`src/sv/assert_macros.svh`:
```
// assertion helpers used by the top rtl file
`ifndef ASSERT_MACROS_SVH
`define ASSERT_MACROS_SVH

// property checked at every rising clock edge outside reset
`define ASSERT_CLKD(label, clk, rst, prop, msg) \
   label: assert property (@(posedge clk) disable iff (rst) (prop)) else $error(msg);

// condition that must never hold outside reset
`define ASSERT_NEVER(label, clk, rst, cond, msg) \
   label: assert property (@(posedge clk) disable iff (rst) !(cond)) else $error(msg);

`endif

```
`src/sv/lcdns_pkg.sv`:
```
// ----------------------------------------------------------------------------
// lcdns_pkg
// Shared types, codes and byte tables of the character lcd nibble sequencer.
// ----------------------------------------------------------------------------
`default_nettype none

package lcdns_pkg;

   // request operation codes
   localparam logic [2:0] OP_INIT        = 3'd0;
   localparam logic [2:0] OP_WRITE_START = 3'd1;
   localparam logic [2:0] OP_WRITE_CHAR  = 3'd2;
   localparam logic [2:0] OP_START_EDIT  = 3'd3;
   localparam logic [2:0] OP_EDIT_CHAR   = 3'd4;
   localparam logic [2:0] OP_FINISH_EDIT = 3'd5;

   // result status codes
   localparam logic [1:0] ST_OK        = 2'd0;
   localparam logic [1:0] ST_BUSY      = 2'd1;
   localparam logic [1:0] ST_BAD_ADDR  = 2'd2;
   localparam logic [1:0] ST_CLIPPED   = 2'd3;

   // display geometry
   localparam logic [6:0] LINE2_FIRST = 7'd64;
   localparam logic [6:0] LINE1_STOP  = 7'h28;
   localparam logic [6:0] LINE2_STOP  = 7'h67;

   // controller commands
   localparam logic [7:0] CMD_DISPLAY_ON = 8'h0C;
   localparam logic [7:0] CMD_CURSOR_ON  = 8'h0D;
   localparam logic [7:0] CMD_SET_ADDR   = 8'h80;

   // expander pins
   localparam logic [7:0] PIN_E  = 8'h04;
   localparam logic [7:0] PIN_BL = 8'h08;
   localparam logic [7:0] PIN_RS = 8'h01;

   // command queue between front and back
   localparam int QUEUE_DEPTH = 2;
   localparam int QUEUE_PTR_W = 1;

   typedef enum logic [1:0] {
      JOB_REJECT = 2'd0,
      JOB_INIT   = 2'd1,
      JOB_BYTES  = 2'd2
   } job_kind_type;

   typedef struct packed {
      job_kind_type kind;
      logic [1:0]   status;
      logic [7:0]   byte0;
      logic         rs0;
      logic [7:0]   byte1;
      logic         rs1;
      logic         two;
   } job_type;

   // one expander byte of a full byte: phase 0/1 high nibble, 2/3 low nibble,
   // enable high on even phases
   function automatic logic [7:0] nibble_byte(input logic [7:0] b,
                                              input logic [1:0] phase,
                                              input logic       rs);
      logic [7:0] v;
      v = phase[1] ? {b[3:0], 4'h0} : {b[7:4], 4'h0};
      if (!phase[0]) v = v | PIN_E;
      v = v | PIN_BL | (rs ? PIN_RS : 8'h00);
      return v;
   endfunction

   // fixed start sequence, backlight on, enable toggled
   function automatic logic [7:0] init_byte(input logic [3:0] idx);
      logic [7:0] v;
      unique case (idx)
         4'd0, 4'd2, 4'd4: v = 8'h3C;
         4'd1, 4'd3, 4'd5: v = 8'h38;
         4'd6:  v = 8'h2C;
         4'd7:  v = 8'h28;
         4'd8:  v = 8'h2C;
         4'd9:  v = 8'h28;
         4'd10: v = 8'h8C;
         4'd11: v = 8'h88;
         4'd12: v = 8'h0C;
         4'd13: v = 8'h08;
         4'd14: v = 8'hCC;
         4'd15: v = 8'hC8;
         default: v = 8'h00;
      endcase
      return v;
   endfunction

   function automatic logic address_bad(input logic [6:0] a);
      return ((a >= LINE1_STOP) && (a < LINE2_FIRST)) || (a >= LINE2_STOP);
   endfunction

endpackage

`default_nettype wire

```
`src/sv/lcdns_front.sv`:
```
// ----------------------------------------------------------------------------
// lcdns_front
// Checks each request against the display state, updates that state and
// turns the request into a job for the byte sequencer.
// ----------------------------------------------------------------------------
`default_nettype none

module lcdns_front import lcdns_pkg::*; (
   input  wire logic       clock,
   input  wire logic       reset,
   input  wire logic       accept,
   input  wire logic [2:0] operation,
   input  wire logic [6:0] char_address,
   input  wire logic [7:0] char_code,
   input  wire logic       last_char,
   output job_type         job
);

   logic       initialized_ff, initialized_in;
   logic       edit_mode_ff, edit_mode_in;
   logic [6:0] base_address_ff, base_address_in;
   logic [6:0] char_offset_ff, char_offset_in;
   logic       string_open_ff, string_open_in;
   logic       string_clipped_ff, string_clipped_in;
   logic [6:0] pos;

   assign pos = base_address_ff + char_offset_ff;

   always_comb begin
      initialized_in    = initialized_ff;
      edit_mode_in      = edit_mode_ff;
      base_address_in   = base_address_ff;
      char_offset_in    = char_offset_ff;
      string_open_in    = string_open_ff;
      string_clipped_in = string_clipped_ff;
      job.kind   = JOB_REJECT;
      job.status = ST_BUSY;
      job.byte0  = char_code;
      job.rs0    = 1'b0;
      job.byte1  = CMD_SET_ADDR | {1'b0, base_address_ff};
      job.rs1    = 1'b0;
      job.two    = 1'b0;
      unique case (operation)
         OP_INIT: begin
            if (!string_open_ff) begin
               job.kind       = JOB_INIT;
               job.status     = ST_OK;
               initialized_in = 1'b1;
               edit_mode_in   = 1'b0;
            end
         end
         OP_WRITE_START: begin
            if (initialized_ff && !string_open_ff && !edit_mode_ff) begin
               if (address_bad(char_address)) begin
                  job.status = ST_BAD_ADDR;
               end else begin
                  job.kind          = JOB_BYTES;
                  job.status        = ST_OK;
                  job.byte0         = CMD_SET_ADDR | {1'b0, char_address};
                  base_address_in   = char_address;
                  char_offset_in    = 7'd0;
                  string_open_in    = 1'b1;
                  string_clipped_in = 1'b0;
               end
            end
         end
         OP_WRITE_CHAR: begin
            if (initialized_ff && string_open_ff) begin
               if (last_char) string_open_in = 1'b0;
               // past a line end the rest of the string is dropped
               if (string_clipped_ff || pos == LINE1_STOP || pos == LINE2_STOP) begin
                  job.status        = ST_CLIPPED;
                  string_clipped_in = 1'b1;
               end else begin
                  job.kind       = JOB_BYTES;
                  job.status     = ST_OK;
                  job.rs0        = 1'b1;
                  char_offset_in = char_offset_ff + 7'd1;
               end
            end
         end
         OP_START_EDIT: begin
            if (initialized_ff && !string_open_ff) begin
               if (address_bad(char_address)) begin
                  job.status = ST_BAD_ADDR;
               end else begin
                  job.kind        = JOB_BYTES;
                  job.status      = ST_OK;
                  job.byte0       = CMD_SET_ADDR | {1'b0, char_address};
                  job.byte1       = CMD_CURSOR_ON;
                  job.two         = 1'b1;
                  base_address_in = char_address;
                  edit_mode_in    = 1'b1;
               end
            end
         end
         OP_EDIT_CHAR: begin
            if (initialized_ff && !string_open_ff) begin
               job.kind   = JOB_BYTES;
               job.status = ST_OK;
               job.rs0    = 1'b1;
               // re-address puts the cursor back in edit mode
               job.two    = edit_mode_ff;
            end
         end
         OP_FINISH_EDIT: begin
            if (initialized_ff && !string_open_ff) begin
               job.kind     = JOB_BYTES;
               job.status   = ST_OK;
               job.byte0    = CMD_DISPLAY_ON;
               edit_mode_in = 1'b0;
            end
         end
         default: begin
            job.status = ST_BUSY;
         end
      endcase
   end

   always_ff @(posedge clock) begin
      if (reset) begin
         initialized_ff    <= 1'b0;
         edit_mode_ff      <= 1'b0;
         base_address_ff   <= 7'd0;
         char_offset_ff    <= 7'd0;
         string_open_ff    <= 1'b0;
         string_clipped_ff <= 1'b0;
      end else if (accept) begin
         initialized_ff    <= initialized_in;
         edit_mode_ff      <= edit_mode_in;
         base_address_ff   <= base_address_in;
         char_offset_ff    <= char_offset_in;
         string_open_ff    <= string_open_in;
         string_clipped_ff <= string_clipped_in;
      end
   end

endmodule

`default_nettype wire

```
`src/sv/lcdns_queue.sv`:
```
// ----------------------------------------------------------------------------
// lcdns_queue
// Short job queue that lets the front and the byte sequencer stall apart.
// ----------------------------------------------------------------------------
`default_nettype none

module lcdns_queue import lcdns_pkg::*; (
   input  wire logic    clock,
   input  wire logic    reset,
   input  wire logic    push,
   input  wire job_type push_job,
   input  wire logic    pop,
   output job_type      head_job,
   output logic         head_valid,
   output logic         full,
   output logic         empty
);

   job_type                entry_ff [QUEUE_DEPTH];
   logic [QUEUE_PTR_W-1:0] wr_ptr_ff, wr_ptr_in;
   logic [QUEUE_PTR_W-1:0] rd_ptr_ff, rd_ptr_in;
   logic [QUEUE_PTR_W:0]   count_ff, count_in;

   assign full       = count_ff == (QUEUE_PTR_W+1)'(QUEUE_DEPTH);
   assign empty      = count_ff == '0;
   assign head_valid = !empty;
   assign head_job   = entry_ff[rd_ptr_ff];

   always_comb begin
      wr_ptr_in = push ? wr_ptr_ff + 1'b1 : wr_ptr_ff;
      rd_ptr_in = pop  ? rd_ptr_ff + 1'b1 : rd_ptr_ff;
      count_in  = count_ff + (QUEUE_PTR_W+1)'(push) - (QUEUE_PTR_W+1)'(pop);
   end

   always_ff @(posedge clock) begin
      if (reset) begin
         wr_ptr_ff <= '0;
         rd_ptr_ff <= '0;
         count_ff  <= '0;
      end else begin
         wr_ptr_ff <= wr_ptr_in;
         rd_ptr_ff <= rd_ptr_in;
         count_ff  <= count_in;
      end
   end

   always_ff @(posedge clock) begin
      if (push) entry_ff[wr_ptr_ff] <= push_job;
   end

endmodule

`default_nettype wire

```
`src/sv/lcdns_back.sv`:
```
// ----------------------------------------------------------------------------
// lcdns_back
// Byte sequencer: plays out the job at the head of the queue into the result
// register, one result (expander byte or rejection) per cycle while rsp_stall is low.
// ----------------------------------------------------------------------------
`default_nettype none

module lcdns_back import lcdns_pkg::*; (
   input  wire logic       clock,
   input  wire logic       reset,
   input  wire job_type    head_job,
   input  wire logic       head_valid,
   output logic            pop,
   output logic            rsp_valid,
   input  wire logic       rsp_stall,
   output logic [7:0]      rsp_bus_byte,
   output logic            rsp_byte_valid,
   output logic [1:0]      rsp_status,
   output logic            rsp_last_result
);

   logic [3:0] step_ff, step_in;
   logic       valid_ff, valid_in;
   logic [7:0] byte_ff, byte_in;
   logic       bvalid_ff, bvalid_in;
   logic [1:0] status_ff, status_in;
   logic       last_ff, last_in;
   logic       advance;
   logic [7:0] cur_byte;
   logic       cur_rs;

   assign advance  = head_valid && (!valid_ff || !rsp_stall);
   assign cur_byte = step_ff[2] ? head_job.byte1 : head_job.byte0;
   assign cur_rs   = step_ff[2] ? head_job.rs1 : head_job.rs0;

   always_comb begin
      byte_in   = 8'h00;
      bvalid_in = 1'b1;
      status_in = ST_OK;
      last_in   = 1'b1;
      unique case (head_job.kind)
         JOB_REJECT: begin
            bvalid_in = 1'b0;
            status_in = head_job.status;
         end
         JOB_INIT: begin
            byte_in = init_byte(step_ff);
            last_in = step_ff == 4'd15;
         end
         JOB_BYTES: begin
            byte_in = nibble_byte(cur_byte, step_ff[1:0], cur_rs);
            last_in = step_ff == (head_job.two ? 4'd7 : 4'd3);
         end
         default: begin
            bvalid_in = 1'b0;
            status_in = ST_BUSY;
         end
      endcase
      pop      = advance && last_in;
      step_in  = step_ff;
      if (advance) step_in = last_in ? 4'd0 : step_ff + 4'd1;
      valid_in = advance ? 1'b1 : (valid_ff && rsp_stall);
   end

   always_ff @(posedge clock) begin
      if (reset) begin
         step_ff  <= 4'd0;
         valid_ff <= 1'b0;
      end else begin
         step_ff  <= step_in;
         valid_ff <= valid_in;
      end
   end

   always_ff @(posedge clock) begin
      if (advance) begin
         byte_ff   <= byte_in;
         bvalid_ff <= bvalid_in;
         status_ff <= status_in;
         last_ff   <= last_in;
      end
   end

   assign rsp_valid       = valid_ff;
   assign rsp_bus_byte    = byte_ff;
   assign rsp_byte_valid  = bvalid_ff;
   assign rsp_status      = status_ff;
   assign rsp_last_result = last_ff;

endmodule

`default_nettype wire

```
`src/sv/char_lcd_nibble_sequencer.sv`:
```
// ----------------------------------------------------------------------------
// char_lcd_nibble_sequencer
// Character lcd driver in 4-bit mode over an 8-bit port expander.
// ----------------------------------------------------------------------------
// Requests come in on the req_ channel (valid/stall), one operation each.
// Every request yields results on the rsp_ channel, the final one flagged by
// rsp_last_result: a single rejection result (byte_valid low, status code),
// or the expander bytes of the request, one per transfer.
// Byte counts: init 16, write start, write char, finish edit 4, start edit 8,
// edit char 4 or 8 (with re-address in edit mode).
// A request's job is first written into the job queue, and the sequencer
// then moves its first result into the result register.
// The byte sequencer issues one result per cycle while rsp_stall is low and
// finishes one request's results before it starts the next (a character has 4).
// A two-entry job queue lets requests be taken while earlier bytes still go
// out; req_stall rises only when that queue is full.
// Reset clears the display state (not initialized, write mode, no string)
// and empties the queue and result register.
// When the receiver stalls, the result register holds its byte and the
// sequencer waits; the queue then fills and stalls the request side.
// ----------------------------------------------------------------------------
`default_nettype none

`include "assert_macros.svh"

module char_lcd_nibble_sequencer import lcdns_pkg::*; (
   input  wire logic       clock,
   input  wire logic       reset,
   input  wire logic       req_valid,
   output logic            req_stall,
   input  wire logic [2:0] req_operation,
   input  wire logic [6:0] req_char_address,
   input  wire logic [7:0] req_char_code,
   input  wire logic       req_last_char,
   output logic            rsp_valid,
   input  wire logic       rsp_stall,
   output logic [7:0]      rsp_bus_byte,
   output logic            rsp_byte_valid,
   output logic [1:0]      rsp_status,
   output logic            rsp_last_result
);

   job_type new_job;
   job_type head_job;
   logic    head_valid;
   logic    q_full;
   logic    q_empty;
   logic    pop;
   logic    accept;

   assign req_stall = q_full;
   assign accept    = req_valid && !q_full;

   lcdns_front u_front (
      .clock        (clock),
      .reset        (reset),
      .accept       (accept),
      .operation    (req_operation),
      .char_address (req_char_address),
      .char_code    (req_char_code),
      .last_char    (req_last_char),
      .job          (new_job)
   );

   lcdns_queue u_queue (
      .clock      (clock),
      .reset      (reset),
      .push       (accept),
      .push_job   (new_job),
      .pop        (pop),
      .head_job   (head_job),
      .head_valid (head_valid),
      .full       (q_full),
      .empty      (q_empty)
   );

   lcdns_back u_back (
      .clock           (clock),
      .reset           (reset),
      .head_job        (head_job),
      .head_valid      (head_valid),
      .pop             (pop),
      .rsp_valid       (rsp_valid),
      .rsp_stall       (rsp_stall),
      .rsp_bus_byte    (rsp_bus_byte),
      .rsp_byte_valid  (rsp_byte_valid),
      .rsp_status      (rsp_status),
      .rsp_last_result (rsp_last_result)
   );

   // rejections carry no byte and end their request
   `ASSERT_CLKD(a_reject_shape, clock, reset, (rsp_valid && rsp_status != ST_OK) |-> (!rsp_byte_valid && rsp_last_result && rsp_bus_byte == 8'h00), "rejection result malformed")

   // every sent byte keeps the backlight on and is an accepted result
   `ASSERT_CLKD(a_byte_shape, clock, reset, (rsp_valid && rsp_byte_valid) |-> (rsp_status == ST_OK && rsp_bus_byte[3]), "expander byte malformed")

   // a request into an idle block passes through the job queue and then shows a result
   `ASSERT_CLKD(a_idle_latency, clock, reset, (accept && q_empty && !rsp_valid) |=> ##1 rsp_valid, "result missing after idle request")

   // the sequencer never pops an empty queue
   `ASSERT_NEVER(a_pop_empty, clock, reset, pop && q_empty, "pop from empty job queue")

endmodule

`default_nettype wire
```
`config.mk`:
```
export PLATFORM = sky130hd
export DESIGN_NAME = char_lcd_nibble_sequencer
export DESIGN_NICKNAME = d
export VERILOG_FILES = /design/src/sv/lcdns_pkg.sv /design/src/sv/lcdns_front.sv /design/src/sv/lcdns_queue.sv /design/src/sv/lcdns_back.sv /design/src/sv/char_lcd_nibble_sequencer.sv
export VERILOG_INCLUDE_DIRS = /design/src /design/src/sv
export SDC_FILE = /design/constraint.sdc
export NUM_CORES = 1
export LEC_CHECK = 0
export BUFFER_PORTS_ARGS = -buffer_cell sky130_fd_sc_hd__buf_2
export CORE_UTILIZATION = 59
export CTS_BUF_LIST = sky130_fd_sc_hd__clkbuf_8 sky130_fd_sc_hd__clkbuf_16
export DETAILED_ROUTE_END_ITERATION = 16
export HOLD_SLACK_MARGIN = 0.06
export PLACE_DENSITY = 0.79
export SYNTH_ARGS = -nofsm -noshare
export SYNTH_HDL_FRONTEND = slang
export SYNTH_SLANG_ARGS = --single-unit
```
`constraint.sdc`:
```
create_clock -name clock -period 3.6 [get_ports clock]
set_input_delay 1.08 -clock clock [delete_from_list [all_inputs] [get_ports clock]]
set_output_delay 1.08 -clock clock [all_outputs]
set_load 0.05 [all_outputs]
```
==> results by group, run 1 <==
Run status
  – Outcome: complete, no violations

Critical path
  – Crit path max fanout: 9
  – WP data arrival: 3.22 ns
  – Setup CP Type: register to register
  – Critical path data required time: 3.83 ns
  – Reg2reg path depth: 11
  – Reg2Reg Setup Slack: about 0.62 ns
  – Reg2reg end: u_queue.count_ff[1]
  – Critical Path Source Type: register
  – CP Capture Type: register

Yosys
  – EDFF count, synth: 54
  – Gate Count Post-Synth: 363
  – Async set or reset register ratio after synthesis: 0%
  – Sequential area share after synthesis: 52.9%
  – Synth Flop Type: edfxtp_1
  – Syn_area_per_cell: between 10 and 15 µm²
  – #FFs+latches synth: 87
  – Post-synth cell types: 75
  – YS warnings: 0
  – Area of the mapped netlist: about 4300 µm²
  – Mapped Nets: about 400

STA
  – Worst-Margin Slew: about 0.64 ns
  – Layout Skew: roughly 0.0066 ns
  – RSZ-0062 raised after global routing: no
  – Fmax: between 0.3 and 0.4 GHz
  – Max-slew headroom: 56.6%
  – Final period util: 82.9%
  – Setup TNS Final: 0 ns
  – Min Tclk post-route: 2.98 ns
  – Final setup fails: 0
  – Slew Viols, Final: 0
  – Fin. Hold Viols: 0

Finish
  – Most frequent cells in the layout: 54 x edfxtp_1, 38 x nor2_1, 35 x buf_2
  – Ant diodes: 0
  – Synthesis-to-layout area growth: 11.4%
  – Final Cell Area: slightly below 5000 µm²
  – Most common cell after layout, fill and taps aside: edfxtp_1
  – Fin nets: ~440
  – Layout cell share with drive strength beyond 1: between 20% and 30%

Clock network
  – Root buf cell: clkbuf_8
  – Htree depth: 3
  – # clock sinks: between 80 and 90
  – Number of CTS-inserted buffers: 9
  – CTS clk-pin slew, worst paths: ~0.09 ns
  – Setup bufs post-CTS: 0
  – CTS-repair resized insts: 0
  – Worst skew pair latency: approximately 0.36 ns
  – Hold-fix buffers, CTS: 0
  – CTS tree: yes
  – CTS Buffer Depth: 2

Die
  – I/O Pins: 37
  – Core box area: just under 7000 µm²
  – Chip Height: about 88 µm
  – Site Rows: 30
  – Total die area: between 7000 and 8000 µm²
  – Initial Utilization: between 60% and 70%
  – Die W: around 90 µm

Route
  – Drt pass-1 iters: 4
  – Via count: around 3000
  – # DRC: 0
  – Remaining antenna violation count: 0
  – WL per Instance: between 15 and 20 µm
  – Via density: about 5.9
  – 1st-iter DRT viols: 191
  – Routed WL: about 8.4 mm

Power
  – Cell area power density: 587 nW/µm²
  – Overall power: ~0.0028 W
  – Leakage: roughly 1.8 nW
  – Worst vdd ir: roughly 0.21 mV

Min path
  – Hold path endpoint: u_back.rsp_valid
  – Worst hold start: u_back.rsp_valid
  – Worst hold path type: register to register
  – Hold Path Depth: 2

Global route
  – Initial antenna violation count: 0
  – Overall Global Routing Usage: about a quarter
  – Vias in the first global route: 2903
  – Total gr overflow: 0
  – First-pass GRT wire length: about 14 mm
  – Largest net degree at the start of global routing: 25

Place
  – Port buffer count: 35
  – Post-DP HPWL: roughly 6 mm
  – RePlAce Congestion: between 0.8 and 0.9
  – Dpl cell area: approximately 4600 µm²

Run
  – Max-cap violations: 0
## worst max path at each step
stage	start	to	slack (ns)	depth (start not counted)
5_1_grt	register	u_queue.count_ff[1]	0.38	11
2_1_floorplan	rsp_stall	u_queue.count_ff[1]	0.53	8
3_3_place_gp	req_char_address[6]	u_queue.entry_ff[0][15]	0.55	7
3_5_place_dp	req_char_address[6]	u_queue.entry_ff[0][13]	0.43	7
4_1_cts	register	u_queue.count_ff[1]	0.59	11
6_report	register	u_queue.count_ff[1]	0.62	11
## per-stage QoR
step                      std cells  hold WS (ns)  util [%]  worst slack [ns]
after CTS                       502         0.487      69.2             0.590
final                           502         0.484      69.2             0.616
after detailed placement        486         0.473      65.9             0.432
after global placement          486         0.458      65.9             0.553
after global routing            502         0.501      69.2             0.377
after floorplan                 363         0.461         -             0.530
## cell usage after synthesis, drive strengths merged (2+ instances only)
| cell type | n | area (µm²) |
|---|---|---|
| xor2 | 3 | 26.3 |
| buf | 7 | 43.8 |
| nand2b | 5 | 31.3 |
| mux2 | 6 | 67.6 |
| o31ai | 2 | 20.0 |
| nand3 | 4 | 25.0 |
| inv | 14 | 52.6 |
| nor4 | 3 | 18.8 |
| mux2i | 19 | 190 |
| a31oi | 4 | 40.0 |
| nor3b | 4 | 30.0 |
| nor4b | 2 | 23.8 |
| a22o | 6 | 52.6 |
| o32ai | 2 | 17.5 |
| dfxtp | 33 | 661 |
| nand4 | 3 | 18.8 |
| or2 | 8 | 52.6 |
| o211ai | 2 | 15.0 |
| a21boi | 2 | 18.8 |
| clkbuf | 5 | 18.8 |
| nor2b | 13 | 81.3 |
| a21o | 2 | 15.0 |
| or3 | 3 | 18.8 |
| xnor2 | 5 | 43.8 |
| nor3 | 7 | 46.3 |
| a21oi | 12 | 75.1 |
| ha | 14 | 175 |
| mux4 | 8 | 180 |
| nand2 | 23 | 86.3 |
| o21ai | 14 | 70.1 |
| edfxtp | 54 | 1620 |
| and3 | 2 | 12.5 |
| nor2 | 41 | 159 |
| or4 | 2 | 18.8 |
| a22oi | 4 | 30.0 |
| o21bai | 2 | 18.8 |
| and2 | 2 | 12.5 |
| a211oi | 5 | 65.1 |
## layer usage
layer	part of all wire [%]	up-vias	GRT usage (%)	wire [µm]
met3	4.2	20	6.64	352
met5	0	-	0	0
met2	49	77	40.3	4140
met1	44	1428	30.8	3680
li1	-	1412	-	-
met4	2.7	0	10.7	228
## area by class of cell
type / instances / area [µm²]
clock inverters: 6 / 92.6
multi-input cells: 249 / 1910
well taps: 96 / 120
inverters: 14 / 52.6
repair buffers: 40 / 213
fillers: 491 / 2140
clock buffers: 10 / 138
flip-flops and latches: 87 / 2280
## cell families after synthesis
logic type	share of synthesized area [%]
compound gates	11.4
xor+xnor	1.62
fa+ha+maj	4.53
buf+inv	2.90
flops	52.9
mux	10.2
other cells	0.0869
simple gates	16.4
## worst max-delay path, cell delays in order, from the launching register on
cell	delay (ns)
dfxtp_1	0.40
mux2i_1	0.37
ha_1	0.40
nor4b_1	0.38
o31ai_2	0.15
a21boi_2	0.26
ha_1	0.28
inv_1	0.06
ha_1	0.14
xor2_1	0.18
xnor2_1	0.16
nor2_1	0.06
## power breakdown
part	internal, W	switching [W]
clock	0.000413	0.000357
sequential	0.00123	0.0000583
combinational	0.000250	0.000511
total	0.00189	0.000926
## sequential cells by signal, summed over array words and instances, names as in the netlist, named ones only
register	flops
u_back.rsp_bus_byte	7
u_back.rsp_last_result	1
u_front.initialized_ff	1
u_front.char_offset_ff	7
u_queue.rd_ptr_ff	1
u_queue.entry_ff	44
u_back.step_ff	4
u_front.base_address_ff	7
u_queue.wr_ptr_ff	1
u_front.string_open_ff	1
u_back.rsp_status	2
u_back.rsp_valid	1
u_queue.count_ff	2
u_front.edit_mode_ff	1
u_front.string_clipped_ff	1
(Power assumes the default switching activity.)
==> inputs of run 2 (changes only) <==
Settings changed: CORE_UTILIZATION 59 to 54, PLACE_DENSITY 0.79 to 0.76.
Clock period 3.6 ns to 2.55 ns, I/O delays scaled along.
==> results by group, run 2 (synthesized netlist as in run 1, its figures left out) <==
Run status
  – Outcome: finished with violations
  – Failing checks: setup timing

Clock network
  – CTS clk-pin slew, worst paths: 0.09 ns
  – Htree depth: 3
  – CTS Buffer Depth: 2
  – Root buf cell: clkbuf_8
  – # clock sinks: between 80 and 90
  – CTS tree: yes
  – Worst skew pair latency: between 0.3 and 0.4 ns
  – Hold-fix buffers, CTS: 0
  – Number of CTS-inserted buffers: 9

Finish
  – Fill cell count: between 500 and 600
  – Largest register by flop count: u_queue.entry_ff
  – Ant diodes: 0
  – Most common cell after layout, fill and taps aside: edfxtp_1
  – Finished Layout Cells: 549
  – Synthesis-to-layout area growth: 21.8%
  – Max FFs per register: 44
  – Final Cell Area: ~5300 µm²
  – Fin nets: 480
  – Layout cell share with drive strength beyond 1: between 30% and 40%
  – Most frequent cells in the layout: 54 x edfxtp_1, 45 x buf_4, 39 x nor2_1

Critical path
  – Critical path data required time: 2.62 ns
  – Critical path, cell by cell: ha_4 -> fa_2 -> a211oi_4 -> nand4bb_4 -> nand3_4 -> or3b_4 -> a21oi_4 -> or2_1 -> o211ai_1
  – Slowest-stage cell, CP: or3b_4
  – Setup CP Type: register to register
  – CP Capture Type: register
  – Critical Path Source Type: register
  – Crit path max fanout: 5
  – WP data arrival: around 2.6 ns
  – Max incr delay on CP: roughly 0.40 ns

Route
  – Drt pass-1 iters: 4
  – Via density: 5.56
  – WL per Instance: roughly 16 µm
  – 1st-iter DRT viols: 148
  – Remaining antenna violation count: 0
  – # DRC: 0
  – Routed WL: 8.55 mm
  – Via count: ~3100

Power
  – Cell area power density: 765 nW/µm²
  – Sequential power share: a little under half
  – Leakage: 1.99 nW
  – Clk pwr share: roughly 26%
  – Net Sw Power: ~0.0013 W
  – Internal power: 0.00271 W
  – Sw frac: roughly 33%
  – Worst vdd ir: around 0.38 mV
  – Combinational power share: roughly 29%

Die
  – Initial Utilization: a little under three fifths
  – Site Rows: 32
  – Chip Height: 91.4 µm
  – I/O Pins: 37
  – Core box area: between 7000 and 8000 µm²
  – Total die area: 8350 µm²
  – Die W: approximately 91 µm

Run
  – Max-cap violations: 0

Place
  – Dpl cell area: about 4900 µm²
  – Post-DP HPWL: 6.49 mm
  – RePlAce Congestion: between 0.8 and 0.9
  – Port buffer count: 35
  – Inst Count DP: between 500 and 600

Global route
  – Initial antenna violation count: 0
  – First-pass GRT wire length: 14.1 mm
  – Met1 GRT Util: 26.6%
  – Overall Global Routing Usage: 21.8%
  – GR peak layer: met2
  – M3 GR Usage: under 10%
  – Largest net degree at the start of global routing: 24
  – Total gr overflow: 0
  – Vias in the first global route: 2977
  – Met2 usage: between 30% and 40%

STA
  – Final setup fails: 2
  – Fmax: around 0.39 GHz
  – Min Tclk post-route: between 2 and 3 ns
  – Slew Viols, Final: 0
  – Layout Skew: between 0.01 and 0.015 ns
  – Final period util: 100%
  – Worst-Margin Slew: just under 0.6 ns
  – Max-slew headroom: between 60% and 70%
  – Worst setup margin: -0.00678 ns
  – Fin. Hold Viols: 0
  – RSZ-0062 raised after global routing: yes

Min path
  – Worst hold path type: register to register
-- run 2: cell types whose count changed in the layout (fill, tap and decap cells not counted), sizes merged --
cell      previous run  this run
buf                 40        81
clkbuf              10         9
clkinv               1         2
clkinvlp             2         0
inv                 15        17
-- run 2: worst paths after layout --
kind                             startpoint                      end  slack, ns  depth (start not counted)
setup / recovery  u_front.char_offset_ff[0]  u_queue.entry_ff[1][21]     -0.007                          9
setup reg to reg  u_front.char_offset_ff[0]  u_queue.entry_ff[1][21]     -0.007                          9
hold reg to reg            u_back.rsp_valid         u_back.rsp_valid       0.50                          2
hold / removal             u_back.rsp_valid         u_back.rsp_valid       0.50                          2
-- run 2: what timing repair did --
action,CTS,global route
resized for setup,5,10
pin swaps,6,2
setup endpoints to repair,15,16
buffers inserted,2,1
-- run 2: final cells by class --
cell class	count	area [µm²]	area share, %
Inverter	14	52.6	1.00
Clock buffer	9	124	2.36
Tap cell	102	128	2.43
Clock inverter	7	90.1	1.71
Multi-Input combinational cell	249	2040	38.7
Sequential cell	87	2290	43.6
Timing Repair Buffer	81	533	10.1
-- run 2: power by group through the flow --
stage,combinational [W],clock (W),sequential (W)
after CTS,0.00116,0.00105,0.00181
after global routing,0.00125,0.00110,0.00184
final,0.00117,0.00104,0.00182
after global placement,0.00112,0,0.00183
after detailed placement,0.00115,0,0.00184
after floorplan,0.000600,0,0.00212
-- run 2: per-layer routing --
| layer | wire [µm] | up-vias |
|---|---|---|
| met3 | 277 | 14 |
| met1 | 3720 | 1480 |
| met5 | 0 | - |
| li1 | - | 1498 |
| met2 | 4380 | 61 |
| met4 | 174 | 0 |
-- run 2: critical path, delay by kind of cell (launching register included) --
family | cells | cell delay (ns)
AO/OA/AOI/OAI | 3 | 0.58
AND/OR/NAND/NOR | 4 | 0.82
flip-flops | 1 | 0.35
adder cells (fa/ha/maj) | 2 | 0.53
-- run 2: per-stage QoR --
stage / TNS (ns) / setup WS, ns / utilization (%) / power, W / hold slack (ns)
after floorplan: -0.183 / -0.150 / - / 0.00271 / 0.461
after global placement: -0.220 / -0.0767 / 63.8 / 0.00295 / 0.470
after detailed placement: -0.950 / -0.146 / 63.8 / 0.00299 / 0.491
after CTS: -0.0328 / -0.0145 / 67.1 / 0.00402 / 0.502
after global routing: -1.32 / -0.135 / 68.0 / 0.00419 / 0.520
final: -0.0135 / -0.00678 / 68.0 / 0.00402 / 0.501
